**src/rtl/ring_buffer_fir_filter_unit_assert.svh**
```systemverilog
// Assertion macros shared by the ring buffer FIR filter RTL.
// Depends on nothing; files that assert include it by name and must have clk and rst in scope.
`ifndef RING_BUFFER_FIR_FILTER_UNIT_ASSERT_SVH
`define RING_BUFFER_FIR_FILTER_UNIT_ASSERT_SVH
`ifndef SYNTH
// A condition that holds at every clock edge outside reset.
`define RBFF_ASSERT_ALWAYS(lbl, cond, msg) \
  lbl: assert property (@(posedge clk) disable iff (rst) (cond)) else $error(msg);
// A trigger that implies a consequence in the next cycle.
`define RBFF_ASSERT_NEXT(lbl, trig, cons, msg) \
  lbl: assert property (@(posedge clk) disable iff (rst) (trig) |=> (cons)) else $error(msg);
`else
`define RBFF_ASSERT_ALWAYS(lbl, cond, msg)
`define RBFF_ASSERT_NEXT(lbl, trig, cons, msg)
`endif
`endif

```
**src/rtl/rbff_pkg.sv**
```systemverilog
// Package of the ring buffer FIR filter: field widths, request kinds and control structs.
// Depends on nothing.
package rbff_pkg;

  localparam int DATA_W     = 16;
  localparam int IDX_W      = 5;
  localparam int CFG_W      = 6;
  localparam int PROD_W     = 2 * DATA_W;
  localparam int FRAC_W     = 15;
  localparam int TAPS_RESET = 32;

  localparam logic KIND_SAMPLE = 1'b0;
  localparam logic KIND_COEF   = 1'b1;

  // Per-cell control of the sample and coefficient chain.
  typedef struct packed {
    logic active;   // cell lies inside the rotating region
    logic wrap;     // last cell of the region, takes from the head
    logic shift_s;  // rotate the sample chain
    logic shift_c;  // rotate the coefficient chain
    logic load_s;   // write a new sample into this cell
    logic load_c;   // write a new coefficient into this cell
  } cell_ctl_t;

  // Control of the shared multiply-accumulate unit.
  typedef struct packed {
    logic clear;
    logic run;
  } mac_ctl_t;

endpackage

```
**src/rtl/rbff_cell.sv**
```systemverilog
// One cell of the ring buffer FIR chain: one sample slot and one coefficient slot.
// Depends on rbff_pkg.
module rbff_cell (
  input  logic                                  clk,
  input  logic                                  rst,
  input  rbff_pkg::cell_ctl_t                   ctl,
  input  logic signed [rbff_pkg::DATA_W-1:0]    load_value,
  input  logic signed [rbff_pkg::DATA_W-1:0]    neighbor_sample,
  input  logic signed [rbff_pkg::DATA_W-1:0]    head_sample,
  input  logic signed [rbff_pkg::DATA_W-1:0]    neighbor_coef,
  input  logic signed [rbff_pkg::DATA_W-1:0]    head_coef,
  output logic signed [rbff_pkg::DATA_W-1:0]    sample,
  output logic signed [rbff_pkg::DATA_W-1:0]    coef
);

  always_ff @(posedge clk) begin
    if (rst) begin
      sample <= '0;
      coef   <= '0;
    end else begin
      if (ctl.load_s) begin
        sample <= load_value;
      end else if (ctl.shift_s && ctl.active) begin
        sample <= ctl.wrap ? head_sample : neighbor_sample;
      end
      if (ctl.load_c) begin
        coef <= load_value;
      end else if (ctl.shift_c && ctl.active) begin
        coef <= ctl.wrap ? head_coef : neighbor_coef;
      end
    end
  end

endmodule

```
**src/rtl/rbff_mac.sv**
```systemverilog
// Shared multiply-accumulate of the ring buffer FIR filter, with the final shift and saturation.
// Depends on rbff_pkg.
module rbff_mac #(
  parameter int MAX_TAPS = 32
) (
  input  logic                                  clk,
  input  rbff_pkg::mac_ctl_t                    ctl,
  input  logic signed [rbff_pkg::DATA_W-1:0]    sample,
  input  logic signed [rbff_pkg::DATA_W-1:0]    coef,
  output logic signed [rbff_pkg::DATA_W-1:0]    result
);

  localparam int ACC_W = rbff_pkg::PROD_W + $clog2(MAX_TAPS);
  localparam int Q_W   = ACC_W - rbff_pkg::FRAC_W;
  localparam logic signed [Q_W-1:0] Q_MAX = Q_W'(32767);
  localparam logic signed [Q_W-1:0] Q_MIN = Q_W'(-32768);

  logic signed [rbff_pkg::PROD_W-1:0] prod;
  logic signed [ACC_W-1:0]            acc;
  logic signed [Q_W-1:0]              quot;

  // The product is registered before it enters the accumulator.
  always_ff @(posedge clk) begin
    if (ctl.clear) begin
      prod <= '0;
      acc  <= '0;
    end else if (ctl.run) begin
      prod <= sample * coef;
      acc  <= acc + ACC_W'(prod);
    end
  end

  // Arithmetic shift rounds toward minus infinity.
  assign quot = Q_W'(acc >>> rbff_pkg::FRAC_W);

  always_comb begin
    if (quot > Q_MAX) begin
      result = rbff_pkg::DATA_W'(Q_MAX);
    end else if (quot < Q_MIN) begin
      result = rbff_pkg::DATA_W'(Q_MIN);
    end else begin
      result = rbff_pkg::DATA_W'(quot);
    end
  end

endmodule

```
**src/rtl/ring_buffer_fir_filter_unit.sv**
```systemverilog
// Top level of the ring buffer FIR filter: control sequencer, cell chain and output register.
// Depends on rbff_pkg, rbff_cell, rbff_mac and ring_buffer_fir_filter_unit_assert.svh.
//
//   channel   handshake                  payload
//   item      item_valid/item_stall      kind, sample_value, coef_index
//   result    result_valid/result_stall  filtered_value
//   cfg       cfg_valid/cfg_ready        tap_count
//
// A sample request passes through T MAC steps, a drain and a finish, T being the effective tap
// count; the finish waits while a stalled result holds the output register, then the next request
// can be taken. A coefficient load keeps the sequencer idle; a tap count write may realign the chain.
// Reset clears every sample and coefficient cell, the position and sets the tap count to 32.
// A stalled result waits in the output register while the next request is being filtered.
module ring_buffer_fir_filter_unit #(
  parameter int MAX_TAPS = 32
) (
  input  logic                                  clk,
  input  logic                                  rst,
  input  logic                                  item_valid,
  output logic                                  item_stall,
  input  logic                                  kind,
  input  logic signed [rbff_pkg::DATA_W-1:0]    sample_value,
  input  logic        [rbff_pkg::IDX_W-1:0]     coef_index,
  output logic                                  result_valid,
  input  logic                                  result_stall,
  output logic signed [rbff_pkg::DATA_W-1:0]    filtered_value,
  input  logic                                  cfg_valid,
  output logic                                  cfg_ready,
  input  logic        [rbff_pkg::CFG_W-1:0]     tap_count
);

`include "ring_buffer_fir_filter_unit_assert.svh"

  localparam int CNT_W = $clog2(MAX_TAPS + 1);
  localparam int POS_W = $clog2(MAX_TAPS);

  typedef enum logic [4:0] {
    ST_IDLE  = 5'b00001,
    ST_MAC   = 5'b00010,
    ST_DRAIN = 5'b00100,
    ST_FIN   = 5'b01000,
    ST_ALIGN = 5'b10000
  } state_t;

  state_t                     state;
  logic [rbff_pkg::CFG_W-1:0] taps_reg;
  logic [CNT_W-1:0]           rot_taps;
  logic [POS_W-1:0]           pos;
  logic [POS_W-1:0]           step;

  logic [31:0]                taps_ext;
  logic [31:0]                eff_ext;
  logic [CNT_W-1:0]           eff;
  logic [CNT_W-1:0]           region;
  logic                       item_take;
  logic                       smp_take;
  logic                       cfg_take;
  logic                       fin_take;
  logic                       pos_wraps;
  logic                       step_last;
  logic                       out_free;

  logic signed [rbff_pkg::DATA_W-1:0] smp [MAX_TAPS];
  logic signed [rbff_pkg::DATA_W-1:0] cf  [MAX_TAPS];
  rbff_pkg::cell_ctl_t                ctl [MAX_TAPS];
  rbff_pkg::mac_ctl_t                 mac_ctl;
  logic signed [rbff_pkg::DATA_W-1:0] mac_result;

  // Effective tap count: zero acts as one, anything above the chain length is clamped.
  assign taps_ext = 32'(taps_reg);
  always_comb begin
    if (taps_ext == 32'd0) begin
      eff_ext = 32'd1;
    end else if (taps_ext > 32'(MAX_TAPS)) begin
      eff_ext = 32'(MAX_TAPS);
    end else begin
      eff_ext = taps_ext;
    end
  end
  assign eff = CNT_W'(eff_ext);

  // While realigning after a tap count write, the chain still rotates over the old region.
  assign region = (state == ST_ALIGN) ? rot_taps : eff;

  assign item_stall = (state != ST_IDLE);
  assign item_take  = item_valid && !item_stall;
  assign smp_take   = item_take && (kind == rbff_pkg::KIND_SAMPLE);
  // A tap count write gives way to a request offered in the same cycle.
  assign cfg_ready  = (state == ST_IDLE) && !item_valid;
  assign cfg_take   = cfg_valid && cfg_ready;
  assign out_free   = !result_valid || !result_stall;
  assign fin_take   = (state == ST_FIN) && out_free;

  assign pos_wraps = (32'(pos) + 32'd1) >= 32'(region);
  assign step_last = 32'(step) == (32'(region) - 32'd1);

  // The chain keeps ring slot (pos + i) mod T in cell i, so cell 0 is the write position
  // and coefficient i always lines up with cell i. One full rotation of both chains feeds
  // every pair past the MAC and restores them; one more sample shift advances the position.
  for (genvar i = 0; i < MAX_TAPS; i++) begin : g_cell
    assign ctl[i] = '{
      active:  (32'(i) < 32'(region)),
      wrap:    (32'(i) == (32'(region) - 32'd1)),
      shift_s: (state == ST_MAC) || (state == ST_DRAIN) || (state == ST_ALIGN),
      shift_c: (state == ST_MAC),
      load_s:  (i == 0) && smp_take,
      load_c:  item_take && (kind == rbff_pkg::KIND_COEF) && (32'(coef_index) == 32'(i))
    };

    rbff_cell u_cell (
      .clk             (clk),
      .rst             (rst),
      .ctl             (ctl[i]),
      .load_value      (sample_value),
      .neighbor_sample (smp[(i + 1) % MAX_TAPS]),
      .head_sample     (smp[0]),
      .neighbor_coef   (cf[(i + 1) % MAX_TAPS]),
      .head_coef       (cf[0]),
      .sample          (smp[i]),
      .coef            (cf[i])
    );
  end

  // The MAC runs through the rotation and through the drain state, which adds the last product.
  assign mac_ctl = '{
    clear: smp_take,
    run:   (state == ST_MAC) || (state == ST_DRAIN)
  };

  rbff_mac #(
    .MAX_TAPS (MAX_TAPS)
  ) u_mac (
    .clk    (clk),
    .ctl    (mac_ctl),
    .sample (smp[0]),
    .coef   (cf[0]),
    .result (mac_result)
  );

  // Sequencer.
  always_ff @(posedge clk) begin
    if (rst) begin
      state    <= ST_IDLE;
      taps_reg <= rbff_pkg::CFG_W'(rbff_pkg::TAPS_RESET);
      rot_taps <= '0;
      pos      <= '0;
      step     <= '0;
    end else begin
      case (state)
        ST_IDLE: begin
          if (smp_take) begin
            step  <= '0;
            state <= ST_MAC;
          end else if (cfg_take) begin
            taps_reg <= tap_count;
            rot_taps <= eff;
            if (pos != '0) begin
              state <= ST_ALIGN;
            end
          end
        end
        ST_MAC: begin
          step <= step + 1'b1;
          if (step_last) begin
            state <= ST_DRAIN;
          end
        end
        ST_DRAIN: begin
          pos   <= pos_wraps ? '0 : pos + 1'b1;
          state <= ST_FIN;
        end
        ST_FIN: begin
          if (out_free) begin
            state <= ST_IDLE;
          end
        end
        ST_ALIGN: begin
          // Rotate the old region until ring slot 0 sits in cell 0 again.
          if (pos_wraps) begin
            pos   <= '0;
            state <= ST_IDLE;
          end else begin
            pos <= pos + 1'b1;
          end
        end
        default: begin
          state <= ST_IDLE;
        end
      endcase
    end
  end

  // Output register: a finished result waits here while the next request proceeds.
  always_ff @(posedge clk) begin
    if (rst) begin
      result_valid <= 1'b0;
    end else if (fin_take) begin
      result_valid <= 1'b1;
    end else if (!result_stall) begin
      result_valid <= 1'b0;
    end
  end

  always_ff @(posedge clk) begin
    if (fin_take) begin
      filtered_value <= mac_result;
    end
  end

  `RBFF_ASSERT_ALWAYS(a_pos_in_region, 32'(pos) < 32'(region), "position outside region")
  `RBFF_ASSERT_NEXT(a_sample_starts, smp_take, state == ST_MAC, "sample did not start the MAC")
  `RBFF_ASSERT_NEXT(a_cfg_realign, cfg_take, (state == ST_ALIGN) || (pos == '0), "misaligned")
  `RBFF_ASSERT_NEXT(a_fin_delivers, fin_take, result_valid && (state == ST_IDLE), "result lost")
  `RBFF_ASSERT_ALWAYS(a_step_bound, (state != ST_MAC) || (32'(step) < 32'(region)), "step overrun")

endmodule

```
**config.mk**
```make
export PLATFORM = sky130hd
export DESIGN_NAME = ring_buffer_fir_filter_unit
export DESIGN_NICKNAME = d
export VERILOG_FILES = /design/src/rtl/rbff_pkg.sv /design/src/rtl/rbff_cell.sv /design/src/rtl/rbff_mac.sv /design/src/rtl/ring_buffer_fir_filter_unit.sv
export VERILOG_INCLUDE_DIRS = /design/src /design/src/rtl
export SDC_FILE = /design/constraint.sdc
export NUM_CORES = 2
export LEC_CHECK = 0
export BUFFER_PORTS_ARGS = -buffer_cell sky130_fd_sc_hd__buf_4
export CORE_UTILIZATION = 53
export DETAILED_ROUTE_END_ITERATION = 8
export HOLD_SLACK_MARGIN = 0.05
export PLACE_DENSITY = 0.82
export SETUP_SLACK_MARGIN = 0.02
export SLEW_MARGIN = 25
export SYNTH_ARGS = -nofsm -noshare
export SYNTH_HDL_FRONTEND = slang
export SYNTH_SLANG_ARGS = --single-unit
```
**constraint.sdc**
```tcl
create_clock -name clk -period 6.95 [get_ports clk]
set_clock_uncertainty 0.15 [all_clocks]
set_input_delay 0 -clock clk [delete_from_list [all_inputs] [get_ports clk]]
set_output_delay 0 -clock clk [all_outputs]
set_load 0.005 [all_outputs]
```
# Yosys cells after proc, flatten, opt, wreduce, memory -nomap -nowiden
# Cells that the tools add are included.
[totals]
mem_bits_ro = 0
in_bits = 33
n_memories = 0
regBits = 1137
ram_bits = 0
latch_bits = 0
[classes]
n_mux = 144
mul = 1
shift = 0
n_bitwise = 2
magnitude_cmp = 36
add_sub_neg = 5
eq_ne = 77
n_reduce_logical = 153
div = 0
[ops]
columns = ["cell", "n"]
rows = [
  ["two-way mux 16 bit", 129],
  ["equality test 5 x 32 -> 1 bit (first input constant)", 15],
  ["equality test 4 x 32 -> 1 bit (first input constant)", 8],
  ["equality test 3 x 32 -> 1 bit (first input constant)", 4],
  ["logical AND 1 bit", 102],
  ["< comparator 5 x 6 -> 1 bit (first input constant)", 16],
  ["equality test 5 bit (second input constant)", 17],
  ["nonzero test 2 bit", 34],
  ["equality test 2 x 32 -> 1 bit (first input constant)", 2],
  ["zero test 32 bit", 2],
  ["< comparator 4 x 6 -> 1 bit (first input constant)", 8],
  ["equality test 5 x 4 -> 1 bit (second input constant)", 9],
  ["two-way mux 5 bit", 8],
  ["adder 37 x 32 -> 37 bit", 1],
  ["equality test 1 x 32 -> 1 bit (first input constant)", 1],
  ["equality test 5 x 32 -> 1 bit", 1],
  ["multiplier 16 x 16 -> 32 bit", 1],
  ["equality test 5 x 3 -> 1 bit (second input constant)", 5],
  ["one-hot mux 5 bit (5 select lines)", 1],
  ["< comparator 3 x 6 -> 1 bit (first input constant)", 4],
  ["greater-than comparator 22 x 16 -> 1 bit (second input constant)", 1],
  ["< comparator 22 x 16 -> 1 bit (second input constant)", 1],
  ["two-way mux 6 bit", 3],
  ["equality test 5 x 2 -> 1 bit (second input constant)", 3],
  ["other kinds (24)", 42],
]

# Longest topological paths before layout
[logic_depth]
depth_word = 9
ltp_mapped = 24
mapped_depth_nobuf = 22

# Cells and area by module
# From an unflattened synthesis, not the netlist that was laid out.
[hier_totals]
hier_cells = 8972
hier_area_um2 = 80811.3
[by_module_without_submodules]
columns = ["mod", "area_per_inst_um2", "instances", "cells_each"]
rows = [
  ["rbff_cell", 1971.9, 32, 215],
  ["rbff_mac", 14254.9, 1, 1637],
  ["ring_buffer_fir_filter_unit", 3455.8, 1, 455],
]

# Worst setup path after synthesis
# Ideal clock, no wire load.
[synth_path]
path_kind = "register -> register"
start = "reg g_cell[0].u_cell.sample[8] (netlist name)"
end = "reg u_mac.prod[30] (netlist name)"
path_stages_with_launch = 22
arrival_time_ps = 6461
setup_slack_ps = 221
setup_time_ps = 118
required_ps = 6682
cell_sequence = "dfxtp_1 -> clkbuf_1 -> clkbuf_1 -> buf_1 -> nand2_1 -> fa_1 -> inv_1 -> fa_1 -> fa_1 -> fa_1 -> fa_1 -> inv_1 -> fa_1 -> inv_1 -> ha_1 -> and3_1 -> a221oi_1 -> o211ai_1 -> a311oi_1 -> o21ai_0 -> or3_1 -> o2111a_1"
[synth_between]
elab_chain_len = 1
[synth_rtl]
columns = ["item", "line", "source"]
rows = [
  ["start, declared", "rbff_cell.sv:12", "output logic signed [rbff_pkg::DATA_W-1:0] sample,"],
  ["start signal, assigned", "rbff_cell.sv:22", "sample <= load_value;"],
  ["start signal, assigned", "rbff_cell.sv:24", "sample <= ctl.wrap ? head_sample : neighbor_sample;"],
  ["multiplier 16 x 16 -> 32 bit", "rbff_mac.sv:28", "prod <= sample * coef;"],
  ["end signal, assigned", "rbff_mac.sv:28", ""],
  ["end, declared", "rbff_mac.sv:18", "logic signed [rbff_pkg::PROD_W-1:0] prod;"],
]
# Every way passes these cells.
# A chain may end at the register's enable or synchronous reset.

# Final worst setup path
[layout_path]
start = "reg g_cell[0].u_cell.coef[6] (netlist name)"
end = "reg u_mac.prod[24] (netlist name)"
[layout_between]
elab_chain_len = 1
[layout_rtl]
columns = ["item", "line", "source"]
rows = [
  ["start, declared", "rbff_cell.sv:13", "output logic signed [rbff_pkg::DATA_W-1:0] coef"],
  ["start signal, assigned", "rbff_cell.sv:27", "coef <= load_value;"],
  ["start signal, assigned", "rbff_cell.sv:29", "coef <= ctl.wrap ? head_coef : neighbor_coef;"],
  ["multiplier 16 x 16 -> 32 bit", "rbff_mac.sv:28", ""],
]
# Every way passes these cells.

==> out/results.ini <==
[status]
status=finished with violations
violations=design-rule violations

[layout]
final_common_cell=dfxtp_1
final_cell_mix=dfxtp_1, nand2_1, nor2_1, mux2i_1, nand3_1
finalNetCount=7680
final_core_util_pct=58.55
drive_above_1_share_pct=9.129
layout.cells.non_filler=8992
syn_to_final_growth_pct=9.114
reg.largest.list=g_cell.u_cell.coef (512), g_cell.u_cell.sample (512), u_mac.acc (37)

[timing]
tightest_slew_ns=1.203
fin_crit_sh_pct=96.50
setup_violations=0
fmax_ghz=0.1491
setup_tns_ns=0
slew_headroom_pct=19.77
maxSlewViolCount=0
hold_viol=0
period_needed_ns=6.707
rsz0062_at_grt=false

[routing]
routedWlPerCell_um=24.64
firstDrtPassIters=9
postRouteAntennaNets=0
routed_wl_um=221500
routed_via_density=6.882
drt_iter0_drc=9179
drcViolationCount=8
vias=61880

[die]
core_area_um2=124300
fp.dieH_um=356.7
placementRows=129
start_util_pct=53.66
die_x_um=356.7
die_area_um2=127300
io_pins=52

[setup_path]
max_stage_delay_ns=0.56
endpoint_kind=flop
reg2reg_slack_ns=0.24
cpMostUsedCell=fa_1
path_max_fanout=12
crit_type=reg2reg
arrival_ns=7.16
crit_slowest_cell=o41ai_1
start_kind=flop
worst_ep_required_time_ns=7.40
crit_path_cell_trace=buf_4, and2_1, fa_1, inv_1, fa_1, fa_1, inv_1, ha_1, fa_1, inv_1, fa_1, inv_1, ha_1, nor4_2, o211ai_1, nand3_1, a31oi_1, o41ai_1, o21ai_0, xnor2_1, a21oi_1

[clock_network]
clockBufferDepth=3
htreeDepth=3
clkTransAtPathRegs_ns=0.07
cts-buffers-inserted=116
clock-sinks=1137
tritoncts=done
cts_root_buf=clkbuf_16
cts_setup_buffers=0
worstSkewPairLatency_ns=0.77

[global_routing]
grt_remaining_overflow=0
grt_usage_pct=33.71
antenna_found_initial=8
grt_max_degree=259
grt_pass1_vias=58270
grt_first_pass_wirelength_um=340200

[synth]
syn_area_per_cell_um2=8.699
synth-edff-count=16
ys_seq_area_share_pct=34.37
synth_top_family_by_area=compound AO/OA/AOI/OAI gates
post_synth_fa_ha_maj_area_fraction_pct=10.39
synth_compound_area_share_pct=23.48
synth_xor_area_share_pct=0.8799
synth_warnings=0
synth-simple-area-share_pct=16.87
synth_ff_type=dfxtp_1
synthDistinctLibCells=96
synth_area_um2=66690
synth_top_cell_by_area=dfxtp_1
synth_cells=7667
syn_nets=8096
synth-seq-cells=1137
muxShareOfSynthArea_pct=7.150
ys_async_sr_fraction_pct=0
ys_top_cells_by_area=dfxtp_1, fa_1, mux2i_1, clkbuf_1, nand2_1
yosysTopAreaCellShare_pct=33.65

[placed_design]
hpwlAfterDp_um=137200
dp_cells=8712
port_buffers=51
place.gp.congestion=0.9393

[power]
cellPowerDensity_nw_per_um2=199.4
total_power_mw=14.51
p_leak_nw=24.84
peakVddDrop_uv=228.3

[run]
max-cap-violations=0

[worst_hold_path]
min_path_type=in2reg

==> synthesized netlist by cell type, types with 67 or more instances <==
cell,instances
nand3_1,402
o21ai_0,283
ha_1,133
dfxtp_1,1121
a311oi_1,85
and2_1,129
nor2_1,633
buf_2,89
fa_1,263
a221o_1,96
nand2_1,649
buf_1,67
a211oi_1,271
nor4b_1,162
clkbuf_1,652
a22o_1,96
nand4_1,73
a22oi_1,273
a21oi_1,385
inv_1,316
o221ai_1,113
mux2i_1,455
o211ai_1,117
==> worst paths after layout <==
kind                                   start                          to  cells after the start
setup / recovery    g_cell[0].u_cell.coef[6]              u_mac.prod[24]                     21
hold / removal                  result_stall          filtered_value[15]                      3
setup reg to reg    g_cell[0].u_cell.coef[6]              u_mac.prod[24]                     21
hold reg to reg   g_cell[29].u_cell.coef[10]  g_cell[28].u_cell.coef[10]                      1
==> per-stage QoR <==
stage	cell area (um^2)	setup WS, ns	hold WS (ns)
2_1_floorplan	66690	0.2211	-0.05358
3_3_place_gp	67800	0.3257	0.1303
3_5_place_dp	67910	0.2509	0.1356
4_1_cts	72520	0.2045	0.07859
5_1_grt	72760	0.02774	0.1265
6_report	72770	0.2432	0.1035
==> per-layer routing <==
layer | up-vias | share of wire, % | track usage, %
met4 | 2 | 5.5 | 16.99
met2 | 3875 | 42 | 49.21
met1 | 30030 | 39 | 45.29
met5 | - | 0.0054 | 0
met3 | 781 | 13 | 9.632
li1 | 27190 | - | -
==> repair_timing <==
action	4_1_cts	5_1_grt
setup endpoints to repair	0	3
gates resized for setup	0	6
hold buffers	52	0
hold endpoints to repair	663	0
==> area by class of cell <==
type                       instances  area, um^2
clock buffer                     167        3374
sequential                      1137       22950
inverter                         319        1205
clock inverter                    50       708.2
multi-input combinational       5374       39850
antenna                            5       12.51
timing repair buffer             303        2620
fill                           10410       51510
tap                             1637        2048
==> report_power, final <==
part / internal (mW) / switching [mW]
Sequential: 6.63 / 0.0712
Combinational: 0.285 / 0.817
Clock: 3.84 / 2.87
==> worst max-delay path: cells and delay by family (launching register included) <==
| family | cells | cell delay, ns |
|---|---|---|
| xor+xnor | 1 | 0.26 |
| flops | 1 | 0.44 |
| fa+ha+maj | 7 | 3.14 |
| simple gates | 3 | 0.76 |
| buf+inv | 5 | 0.45 |
| compound gates | 5 | 1.32 |
==> kinds of logic (layout without fill, tap and decap cells) <==
group                    count (synthesis)  in the layout
AND/OR/NAND/NOR                       2276           2276
AO/OA/AOI/OAI                         2161           2161
buffers and inverters                 1156            839
flip-flops                            1137           1137
multiplexers                           474            474
adder cells (fa/ha/maj)                396            396
XOR/XNOR                                67             67
other                                    0              5
(Power assumes the default switching activity.)
